<file path="config.mk">
export PLATFORM = sky130hd
export DESIGN_NAME = scaled_transparent_translated_blit_unit
export DESIGN_NICKNAME = d
export VERILOG_FILES = /design/src/rtl/stb_pkg.sv /design/src/rtl/stb_ram.sv /design/src/rtl/scaled_transparent_translated_blit_unit.sv
export SDC_FILE = /design/constraint.sdc
export NUM_CORES = 2
export LEC_CHECK = 0
export ABC_AREA = 0
export BUFFER_PORTS_ARGS = -buffer_cell sky130_fd_sc_hd__buf_2
export CORE_MARGIN = 8
export CORE_UTILIZATION = 50
export CTS_CLUSTER_DIAMETER = 40
export DETAILED_ROUTE_END_ITERATION = 8
export GPL_TIMING_DRIVEN = 0
export PLACE_DENSITY = 0.76
export SLEW_MARGIN = 10
export SYNTH_ARGS = -nofsm -noshare
export SYNTH_HDL_FRONTEND = slang
export SYNTH_SLANG_ARGS = --single-unit
export TNS_END_PERCENT = 100
</file>
<file path="constraint.sdc">
create_clock -name clk -period 24.7 [get_ports clk]
set_clock_uncertainty 0.2 [all_clocks]
set_input_delay 1.235 -clock clk [delete_from_list [all_inputs] [get_ports clk]]
set_output_delay 1.235 -clock clk [all_outputs]
set_load 0.05 [all_outputs]
</file>
<file path="src/rtl/stb_pkg.sv">
// Shared constants and types of the scaled, color-keyed, translated blitter.
package stb_pkg;

    localparam int FB_WIDTH          = 256;
    localparam int FB_HEIGHT         = 192;
    localparam int TRANSPARENT_INDEX = 255;
    localparam int MAX_PIC_SIDE      = 1024;

    localparam int CFG_W     = 11;
    localparam int CFG_IDX_W = 3;
    localparam int PIX_W     = 8;
    localparam int ADDR_W    = 16;
    localparam int TABLE_DEPTH = 256;

    localparam int SIDE_W    = $clog2(MAX_PIC_SIDE + 1);
    localparam int SCOL_W    = $clog2(MAX_PIC_SIDE);
    localparam int ORG_W     = CFG_W - 1;
    localparam int DROW_W    = $clog2(FB_HEIGHT + 1);
    localparam int DCOL_W    = $clog2(FB_WIDTH + 1);
    localparam int GEO_W     = CFG_W + 2;
    localparam int ACC_W     = 26;
    localparam int FRAC_W    = 16;

    localparam int STEP_X = (320 << 16) / 256;
    localparam int STEP_Y = (200 << 16) / 192;

    // w * 256 / 320 is w * 4 / 5; w * 192 / 200 is w * 24 / 25.
    localparam int SCALE_X_MUL   = 4 * 3277;
    localparam int SCALE_X_SHIFT = 14;
    localparam int SCALE_Y_MUL   = 24 * 41944;
    localparam int SCALE_Y_SHIFT = 20;
    localparam int SW_PROD_W     = SIDE_W + 15;
    localparam int SH_PROD_W     = SIDE_W + 20;

    typedef enum logic [CFG_IDX_W-1:0] {
        REG_DEST_X     = 3'd0,
        REG_DEST_Y     = 3'd1,
        REG_PIC_WIDTH  = 3'd2,
        REG_PIC_HEIGHT = 3'd3,
        REG_BLIT_MODE  = 3'd4,
        REG_SCALE_ON   = 3'd5
    } cfg_index_t;

    typedef enum logic [1:0] {
        BLIT_OPAQUE = 2'd0,
        BLIT_KEYED  = 2'd1,
        BLIT_XLATE  = 2'd2
    } blit_mode_t;

    localparam logic ITEM_PIXEL = 1'b0;

endpackage

</file>
<file path="src/rtl/stb_ram.sv">
// Generic single-write, single-read RAM with a registered read port.
module stb_ram #(
    parameter int WIDTH = 8,
    parameter int DEPTH = 256
) (
    input  logic                     clk,
    input  logic                     we,
    input  logic [$clog2(DEPTH)-1:0] waddr,
    input  logic [WIDTH-1:0]         wdata,
    input  logic                     re,
    input  logic [$clog2(DEPTH)-1:0] raddr,
    output logic [WIDTH-1:0]         rdata
);

    logic [WIDTH-1:0] mem [DEPTH];

    always_ff @(posedge clk)
    begin
        if (we)
        begin
            mem[waddr] <= wdata;
        end
        if (re)
        begin
            rdata <= mem[raddr];
        end
    end

endmodule

</file>
<file path="src/rtl/scaled_transparent_translated_blit_unit.sv">
// Top level of the scaled, color-keyed, translated blitter.
// A pixel item's framebuffer write is registered in s1, then in the output register.
// Throughput: one item per cycle; the translation RAM takes one write or one read a cycle.
// An input item is held off only while the output register holds a stalled write and the
// stage behind it is full. Reset is asynchronous: registers return to their defaults and
// the stream restarts at the top-left pixel; the translation RAM is not cleared.
module scaled_transparent_translated_blit_unit (
    input  logic                              clk,
    input  logic                              rst_n,
    input  logic                              cfg_we,
    input  logic [stb_pkg::CFG_IDX_W-1:0]     cfg_index,
    input  logic [stb_pkg::CFG_W-1:0]         cfg_data,
    input  logic                              in_valid,
    output logic                              in_stall,
    input  logic                              mode,
    input  logic [stb_pkg::PIX_W-1:0]         pixel_value,
    input  logic                              first_pixel,
    input  logic [stb_pkg::PIX_W-1:0]         table_index,
    input  logic [stb_pkg::PIX_W-1:0]         table_value,
    output logic                              out_valid,
    input  logic                              out_stall,
    output logic [stb_pkg::ADDR_W-1:0]        fb_address,
    output logic [stb_pkg::PIX_W-1:0]         pixel_out
);

    import stb_pkg::*;

    logic signed [CFG_W-1:0] dest_x_reg, dest_y_reg;
    logic [CFG_W-1:0]        pic_width_reg, pic_height_reg;
    logic [1:0]              blit_mode_reg;
    logic                    scale_on_reg;

    logic [SIDE_W-1:0] src_row_reg, src_row_next;
    logic [SCOL_W-1:0] src_col_reg, src_col_next;
    logic [DROW_W-1:0] dst_row_reg, dst_row_next;
    logic [DCOL_W-1:0] dst_col_reg, dst_col_next;
    logic [ACC_W-1:0]  row_accum_reg, row_accum_next;
    logic [ACC_W-1:0]  col_accum_reg, col_accum_next;
    logic              row_selected_reg, row_selected_next;

    logic              s1_valid_reg, s1_valid_next;
    logic [ADDR_W-1:0] s1_addr_reg;
    logic [PIX_W-1:0]  s1_px_reg;
    logic              s1_xlate_reg;
    logic              out_valid_reg;
    logic [ADDR_W-1:0] out_addr_reg;
    logic [PIX_W-1:0]  out_px_reg;
    logic [PIX_W-1:0]  table_q;

    logic              accept_in, pix_accept, table_write, s1_go;
    logic [SIDE_W-1:0] src_row_b;
    logic [SCOL_W-1:0] src_col_b;
    logic [DROW_W-1:0] dst_row_b;
    logic [DCOL_W-1:0] dst_col_b;
    logic [ACC_W-1:0]  row_accum_b, col_accum_b;
    logic              row_selected_b;

    logic [SIDE_W-1:0]    pw, ph, sw, sh;
    logic [SW_PROD_W-1:0] sw_prod;
    logic [SH_PROD_W-1:0] sh_prod;
    logic [ORG_W-1:0]     x0, y0;
    logic signed [GEO_W-1:0] w_raw, h_raw, w_clip, h_clip;
    logic signed [GEO_W-1:0] x0_s, y0_s, srow_s, scol_s, drow_s, dcol_s;
    logic              active, row_hit, col_hit, geo_emit, keyed_out, emit;
    logic [SIDE_W:0]   src_col_inc;
    logic [ADDR_W-1:0] dr, dc, row_base, addr_calc;

    assign accept_in   = in_valid && !in_stall;
    assign pix_accept  = accept_in && (mode == ITEM_PIXEL);
    assign table_write = accept_in && (mode != ITEM_PIXEL);
    assign s1_go       = !out_valid_reg || !out_stall;
    assign in_stall    = s1_valid_reg && !s1_go;

    always_comb
    begin
        if (first_pixel)
        begin
            src_row_b      = '0;
            src_col_b      = '0;
            dst_row_b      = '0;
            dst_col_b      = '0;
            row_accum_b    = '0;
            col_accum_b    = '0;
            row_selected_b = 1'b1;
        end
        else
        begin
            src_row_b      = src_row_reg;
            src_col_b      = src_col_reg;
            dst_row_b      = dst_row_reg;
            dst_col_b      = dst_col_reg;
            row_accum_b    = row_accum_reg;
            col_accum_b    = col_accum_reg;
            row_selected_b = row_selected_reg;
        end

        pw = (pic_width_reg > CFG_W'(MAX_PIC_SIDE)) ? SIDE_W'(MAX_PIC_SIDE)
                                                    : SIDE_W'(pic_width_reg);
        ph = (pic_height_reg > CFG_W'(MAX_PIC_SIDE)) ? SIDE_W'(MAX_PIC_SIDE)
                                                     : SIDE_W'(pic_height_reg);
        x0 = dest_x_reg[CFG_W-1] ? '0 : dest_x_reg[ORG_W-1:0];
        y0 = dest_y_reg[CFG_W-1] ? '0 : dest_y_reg[ORG_W-1:0];

        sw_prod = SW_PROD_W'(pw) * SW_PROD_W'(SCALE_X_MUL);
        sh_prod = SH_PROD_W'(ph) * SH_PROD_W'(SCALE_Y_MUL);
        sw      = SIDE_W'(sw_prod >> SCALE_X_SHIFT);
        sh      = SIDE_W'(sh_prod >> SCALE_Y_SHIFT);

        w_raw  = scale_on_reg ? GEO_W'(sw) : GEO_W'(pw);
        h_raw  = scale_on_reg ? GEO_W'(sh) : GEO_W'(ph);
        x0_s   = GEO_W'(x0);
        y0_s   = GEO_W'(y0);
        srow_s = GEO_W'(src_row_b);
        scol_s = GEO_W'(src_col_b);
        drow_s = GEO_W'(dst_row_b);
        dcol_s = GEO_W'(dst_col_b);
        w_clip = (x0_s + w_raw > GEO_W'(FB_WIDTH)) ? GEO_W'(FB_WIDTH) - x0_s : w_raw;
        h_clip = (y0_s + h_raw > GEO_W'(FB_HEIGHT)) ? GEO_W'(FB_HEIGHT) - y0_s : h_raw;

        active  = (pw != '0) && (ph != '0) && (src_row_b < ph);
        row_hit = (SIDE_W'(row_accum_b[ACC_W-1:FRAC_W]) == src_row_b) && (drow_s < h_clip);
        col_hit = (SCOL_W'(col_accum_b[ACC_W-1:FRAC_W]) == src_col_b) && (dcol_s < w_clip);
        geo_emit = scale_on_reg ? (row_hit && col_hit)
                                : ((srow_s < h_clip) && (scol_s < w_clip));
        keyed_out = (blit_mode_reg != BLIT_OPAQUE) && (pixel_value == PIX_W'(TRANSPARENT_INDEX));
        emit = pix_accept && active && geo_emit && !keyed_out;

        dr = scale_on_reg ? ADDR_W'(dst_row_b) : ADDR_W'(src_row_b);
        dc = scale_on_reg ? ADDR_W'(dst_col_b) : ADDR_W'(src_col_b);
        row_base  = ADDR_W'(y0) + dr;
        addr_calc = ADDR_W'(row_base * ADDR_W'(FB_WIDTH)) + ADDR_W'(x0) + dc;

        src_row_next      = src_row_b;
        src_col_next      = src_col_b;
        dst_row_next      = dst_row_b;
        dst_col_next      = dst_col_b;
        row_accum_next    = row_accum_b;
        col_accum_next    = col_accum_b;
        row_selected_next = row_selected_b;
        src_col_inc       = (SIDE_W + 1)'(src_col_b) + 1'b1;

        if (active)
        begin
            if (scale_on_reg)
            begin
                row_selected_next = row_hit;
                if (col_hit)
                begin
                    dst_col_next   = dst_col_b + 1'b1;
                    col_accum_next = col_accum_b + ACC_W'(STEP_X);
                end
            end
            if (src_col_inc >= (SIDE_W + 1)'(pw))
            begin
                if (scale_on_reg && row_hit)
                begin
                    dst_row_next   = dst_row_b + 1'b1;
                    row_accum_next = row_accum_b + ACC_W'(STEP_Y);
                end
                src_col_next   = '0;
                dst_col_next   = '0;
                col_accum_next = '0;
                src_row_next   = src_row_b + 1'b1;
            end
            else
            begin
                src_col_next = SCOL_W'(src_col_inc);
            end
        end

        if (accept_in)
        begin
            s1_valid_next = emit;
        end
        else if (s1_go)
        begin
            s1_valid_next = 1'b0;
        end
        else
        begin
            s1_valid_next = s1_valid_reg;
        end
    end

    stb_ram #(
        .WIDTH (PIX_W),
        .DEPTH (TABLE_DEPTH)
    ) u_table (
        .clk   (clk),
        .we    (table_write),
        .waddr (table_index),
        .wdata (table_value),
        .re    (pix_accept),
        .raddr (pixel_value),
        .rdata (table_q)
    );

    always_ff @(posedge clk or negedge rst_n)
    begin
        if (!rst_n)
        begin
            dest_x_reg       <= '0;
            dest_y_reg       <= '0;
            pic_width_reg    <= CFG_W'(1);
            pic_height_reg   <= CFG_W'(1);
            blit_mode_reg    <= BLIT_OPAQUE;
            scale_on_reg     <= 1'b0;
            src_row_reg      <= '0;
            src_col_reg      <= '0;
            dst_row_reg      <= '0;
            dst_col_reg      <= '0;
            row_accum_reg    <= '0;
            col_accum_reg    <= '0;
            row_selected_reg <= 1'b1;
            s1_valid_reg     <= 1'b0;
            out_valid_reg    <= 1'b0;
        end
        else
        begin
            if (cfg_we)
            begin
                unique case (cfg_index)
                    REG_DEST_X:     dest_x_reg     <= cfg_data;
                    REG_DEST_Y:     dest_y_reg     <= cfg_data;
                    REG_PIC_WIDTH:  pic_width_reg  <= cfg_data;
                    REG_PIC_HEIGHT: pic_height_reg <= cfg_data;
                    REG_BLIT_MODE:  blit_mode_reg  <= cfg_data[1:0];
                    REG_SCALE_ON:   scale_on_reg   <= cfg_data[0];
                    default:        ;
                endcase
            end
            if (pix_accept)
            begin
                src_row_reg      <= src_row_next;
                src_col_reg      <= src_col_next;
                dst_row_reg      <= dst_row_next;
                dst_col_reg      <= dst_col_next;
                row_accum_reg    <= row_accum_next;
                col_accum_reg    <= col_accum_next;
                row_selected_reg <= row_selected_next;
            end
            s1_valid_reg <= s1_valid_next;
            if (s1_go)
            begin
                out_valid_reg <= s1_valid_reg;
            end
        end
    end

    always_ff @(posedge clk)
    begin
        if (accept_in)
        begin
            s1_addr_reg  <= addr_calc;
            s1_px_reg    <= pixel_value;
            s1_xlate_reg <= blit_mode_reg[1];
        end
        if (s1_go && s1_valid_reg)
        begin
            out_addr_reg <= s1_addr_reg;
            out_px_reg   <= s1_xlate_reg ? table_q : s1_px_reg;
        end
    end

    assign out_valid  = out_valid_reg;
    assign fb_address = out_addr_reg;
    assign pixel_out  = out_px_reg;

endmodule

</file>
==> impl_metrics.env <==
export IMPL_drt_iter0_drcs=7270
export IMPL_cts_buffers=293
export IMPL_r2r_end="dst_row_reg[5]"
export IMPL_vdd_drop_max_uv=119
export IMPL_grt_pass1_vias=54800
export IMPL_place_area_um2=101000
export IMPL_drv_cap=0
export IMPL_final_layout_size_suffix_gt1_share_pct=23.4
export IMPL_p_total_mw=11.2
export IMPL_timing_fmax_ghz=0.0814
export IMPL_timing_hold_worst_class="in2async"
export IMPL_post_synth_num_cell_types=95
export IMPL_cts_path_max_buffers=4
export IMPL_gp_congestion=0.892
export IMPL_synthDominantAreaCellType="edfxtp_1"
export IMPL_routed_wirelength_um=271000
export IMPL_fin_area_um2=110000
export IMPL_drc_violations=0
export IMPL_clock_root_buffer="clkbuf_16"
export IMPL_grt_pass1_wl_um=387000
export IMPL_placement_setup_worst_slack_ps=12660
export IMPL_start_util_pct=50.2
export IMPL_syn_num_nets=5475
export IMPL_timing_final_crit_period_ps=12290
export IMPL_synth_edff_count=2105
export IMPL_route_vias_total=54100
export IMPL_worst_path_largest_cell_delay_ps=610
export IMPL_flow_area_growth_from_synthesis_pct=14.0
export IMPL_fin_setup_tns_ps=0
export IMPL_synth_warnings=0
export IMPL_crit_arrival_ps=12800
export IMPL_hold_viol_final=0
export IMPL_critPathMostFrequentCell="inv_1"
export IMPL_timing_max_slew_rel_slack_pct=2.30
export IMPL_cts_repair_timing_setup_buffer_count=0
export IMPL_drtPass1Iterations=7
export IMPL_crit_type="reg2reg"
export IMPL_num_rows=161
export IMPL_worst_setup_path_end_kind="flop"
export IMPL_cts_repair_resizes=0
export IMPL_outcome="finished clean"
export IMPL_ys_async_sr_fraction_pct=5.56
export IMPL_power_density_cell_area_nw_per_um2=102
export IMPL_fin_util_pct=57.3
export IMPL_number_of_nets_with_antenna_violations_after_routing=0
export IMPL_die_area_um2=207000
export IMPL_groute_usage_overall_pct=25.4
export IMPL_rsz_0062_raised_after_global_routing="false"
export IMPL_port_buffers=70
export IMPL_required_ps=25210
export IMPL_cts_max_level=5
export IMPL_synth_top_flop_cell="edfxtp_1"
export IMPL_post_route_period_util_pct=49.8
export IMPL_largest_reg_flops=2048
export IMPL_synthesis_area_per_instance_um2=18.9
export IMPL_timing_reg2reg_worst_path_depth=44
export IMPL_worst_r2r_setup_slack_ps=12410
export IMPL_comb_power_share_pct=25.3
export IMPL_path_clk_slew_ps=60
export IMPL_leak_nw=36.8
export IMPL_sw_frac_of_total_pct=30.5
export IMPL_fin_cells=8228
export IMPL_worst_path_max_delay_cell="o31ai_1"
export IMPL_routed_wire_length_per_instance_um=33.0
export IMPL_dpl_cell_count=7721
export IMPL_cts_sinks=2229
export IMPL_worst_slew_pin_transition_ps=1470
export IMPL_slew_limit_fails=0
export IMPL_seq_power_share_pct=37.8
export IMPL_die_width_um=455
export IMPL_hold_slack_ps=104
export IMPL_switching_power_mw=3.42
export IMPL_core_um2=192000
export IMPL_setup_worst_path_start_class="flop"
export IMPL_clockPowerShare_pct=36.8
export IMPL_grt_max_degree=146
export IMPL_ys_seq_elements=2229
export IMPL_grt_antenna_before_repair=19
export IMPL_hpwlAfterDp_um=169000
export IMPL_cts_tree="done"
export IMPL_nets=5857
export IMPL_path_max_fanout=10
export IMPL_crit_reg2reg_launch="pic_height_reg[10]"
export IMPL_synth_top_area_share_pct=65.5
export IMPL_final_setup_worst_slack_ps=12410
export IMPL_mappedNetlistArea_um2=96600
export IMPL_fp_dieH_um=455
export IMPL_cellInternalPower_mw=7.80
export IMPL_setup_violations_final=0
export IMPL_post_drt_via_cell_ratio=6.58
export IMPL_ctsHoldBuffers=0
export IMPL_clkLatencyLatePin_ps=940
export IMPL_num_io_pins=71
export IMPL_yosysSeqAreaShare_pct=68.7
export IMPL_netlist_top_cells_area="edfxtp_1 (65%), mux4_2 (16%), dfrtp_1 (3.2%), ha_1 (3.2%), fa_1 (1.6%)"
export IMPL_grt_overflow=0
export IMPL_syn_inst=5109
## cell usage after synthesis, types with 18 or more instances
cell type / instances
nor3_1: 21
mux4_2: 678
nor2_1: 345
o21ai_0: 70
nand3_1: 63
nand4_1: 26
o31ai_1: 18
clkbuf_1: 169
xnor2_1: 72
buf_1: 74
nor2b_1: 67
mux2_2: 61
and3_1: 19
nand2_1: 182
edfxtp_1: 2105
o21a_1: 20
a21o_1: 33
xor2_1: 60
nand2b_1: 29
inv_1: 188
a21oi_1: 79
ha_1: 244
mux2i_1: 21
o21ai_1: 18
dfrtp_1: 122
fa_1: 77
## layout make-up
cell class | instances | area, um2
Buffer | 248 | 992
Fill cell | 13600 | 82100
Tap cell | 2526 | 3160
Sequential cell | 2229 | 66300
Inverter | 191 | 717
Timing Repair Buffer | 87 | 861
Antenna cell | 14 | 35.0
Clock buffer | 332 | 7670
Clock inverter | 160 | 1710
Multi-Input combinational cell | 2441 | 28600
## cells in the final DEF (no fill, tap or decap), types with 25 or more instances in the layout
| master | count |
|---|---|
| edfxtp_1 | 2105 |
| mux4_2 | 678 |
| nor2_1 | 345 |
| clkbuf_16 | 301 |
| ha_1 | 244 |
| inv_1 | 188 |
| nand2_1 | 182 |
| clkbuf_1 | 177 |
| dfrtp_1 | 122 |
| a21oi_1 | 79 |
| fa_1 | 77 |
| xnor2_1 | 72 |
| o21ai_0 | 70 |
| buf_2 | 70 |
| nor2b_1 | 67 |
| nand3_1 | 63 |
| buf_1 | 61 |
| mux2_2 | 61 |
| xor2_1 | 60 |
| a21o_1 | 33 |
| nand2b_1 | 29 |
| inv_6 | 29 |
| clkbuf_2 | 28 |
| clkinv_2 | 28 |
| clkinvlp_4 | 28 |
| nand4_1 | 26 |
| clkinv_1 | 26 |
| bufinv_16 | 25 |
## worst max-delay path, delay by kind of cell (launching register included)
kind            cells  cell delay [ps]
buf+inv             9             2170
xor+xnor            3              430
fa+ha+maj           7             2880
simple gates        8             1620
compound gates     17             4460
flops               1              350
## cells by family (layout without fill, tap and decap cells)
kind of cell / Yosys count / in the layout / share of synthesized area, %
compound gates: 390 / 390 / 2.82
xor+xnor: 132 / 132 / 1.20
fa+ha+maj: 321 / 321 / 4.76
buf+inv: 439 / 1018 / 1.73
flops: 2229 / 2229 / 68.7
mux: 760 / 760 / 16.7
other cells: 1 / 15 / 0.00388
simple gates: 837 / 837 / 4.07
## worst max path at each step
stage                             startpoint                 to  slack [ps]  depth (start not counted)
final                     pic_height_reg[10]     dst_row_reg[5]       12410                         44
after global routing      pic_height_reg[10]     dst_row_reg[5]       11540                         42
after CTS                 pic_height_reg[10]  row_accum_reg[22]       12610                         44
after detailed placement  pic_height_reg[10]  row_accum_reg[22]       12660                         42
after global placement    pic_height_reg[10]  row_accum_reg[22]       12770                         42
after floorplan            pic_width_reg[10]     dst_col_reg[7]       14850                         44
## power by group through the flow
stage | clock network (mW) | logic (mW) | registers [mW]
floorplan | 0 | 1.98 | 4.34
global placement | 0 | 2.72 | 4.33
detailed placement | 0 | 2.78 | 4.32
CTS | 4.16 | 2.82 | 4.24
global route | 4.29 | 3.14 | 4.25
finish | 4.13 | 2.84 | 4.25
## layer usage
| layer | track usage [%] | routed length (um) | up-vias |
|---|---|---|---|
| met1 | 30.9 | 91800 | 27700 |
| met5 | 0.459 | 133 | - |
| li1 | - | - | 21400 |
| met3 | 6.58 | 29800 | 917 |
| met2 | 41.4 | 131000 | 4117 |
| met4 | 14.7 | 18600 | 14 |
No activity file was read; power rests on OpenSTA's default activity.
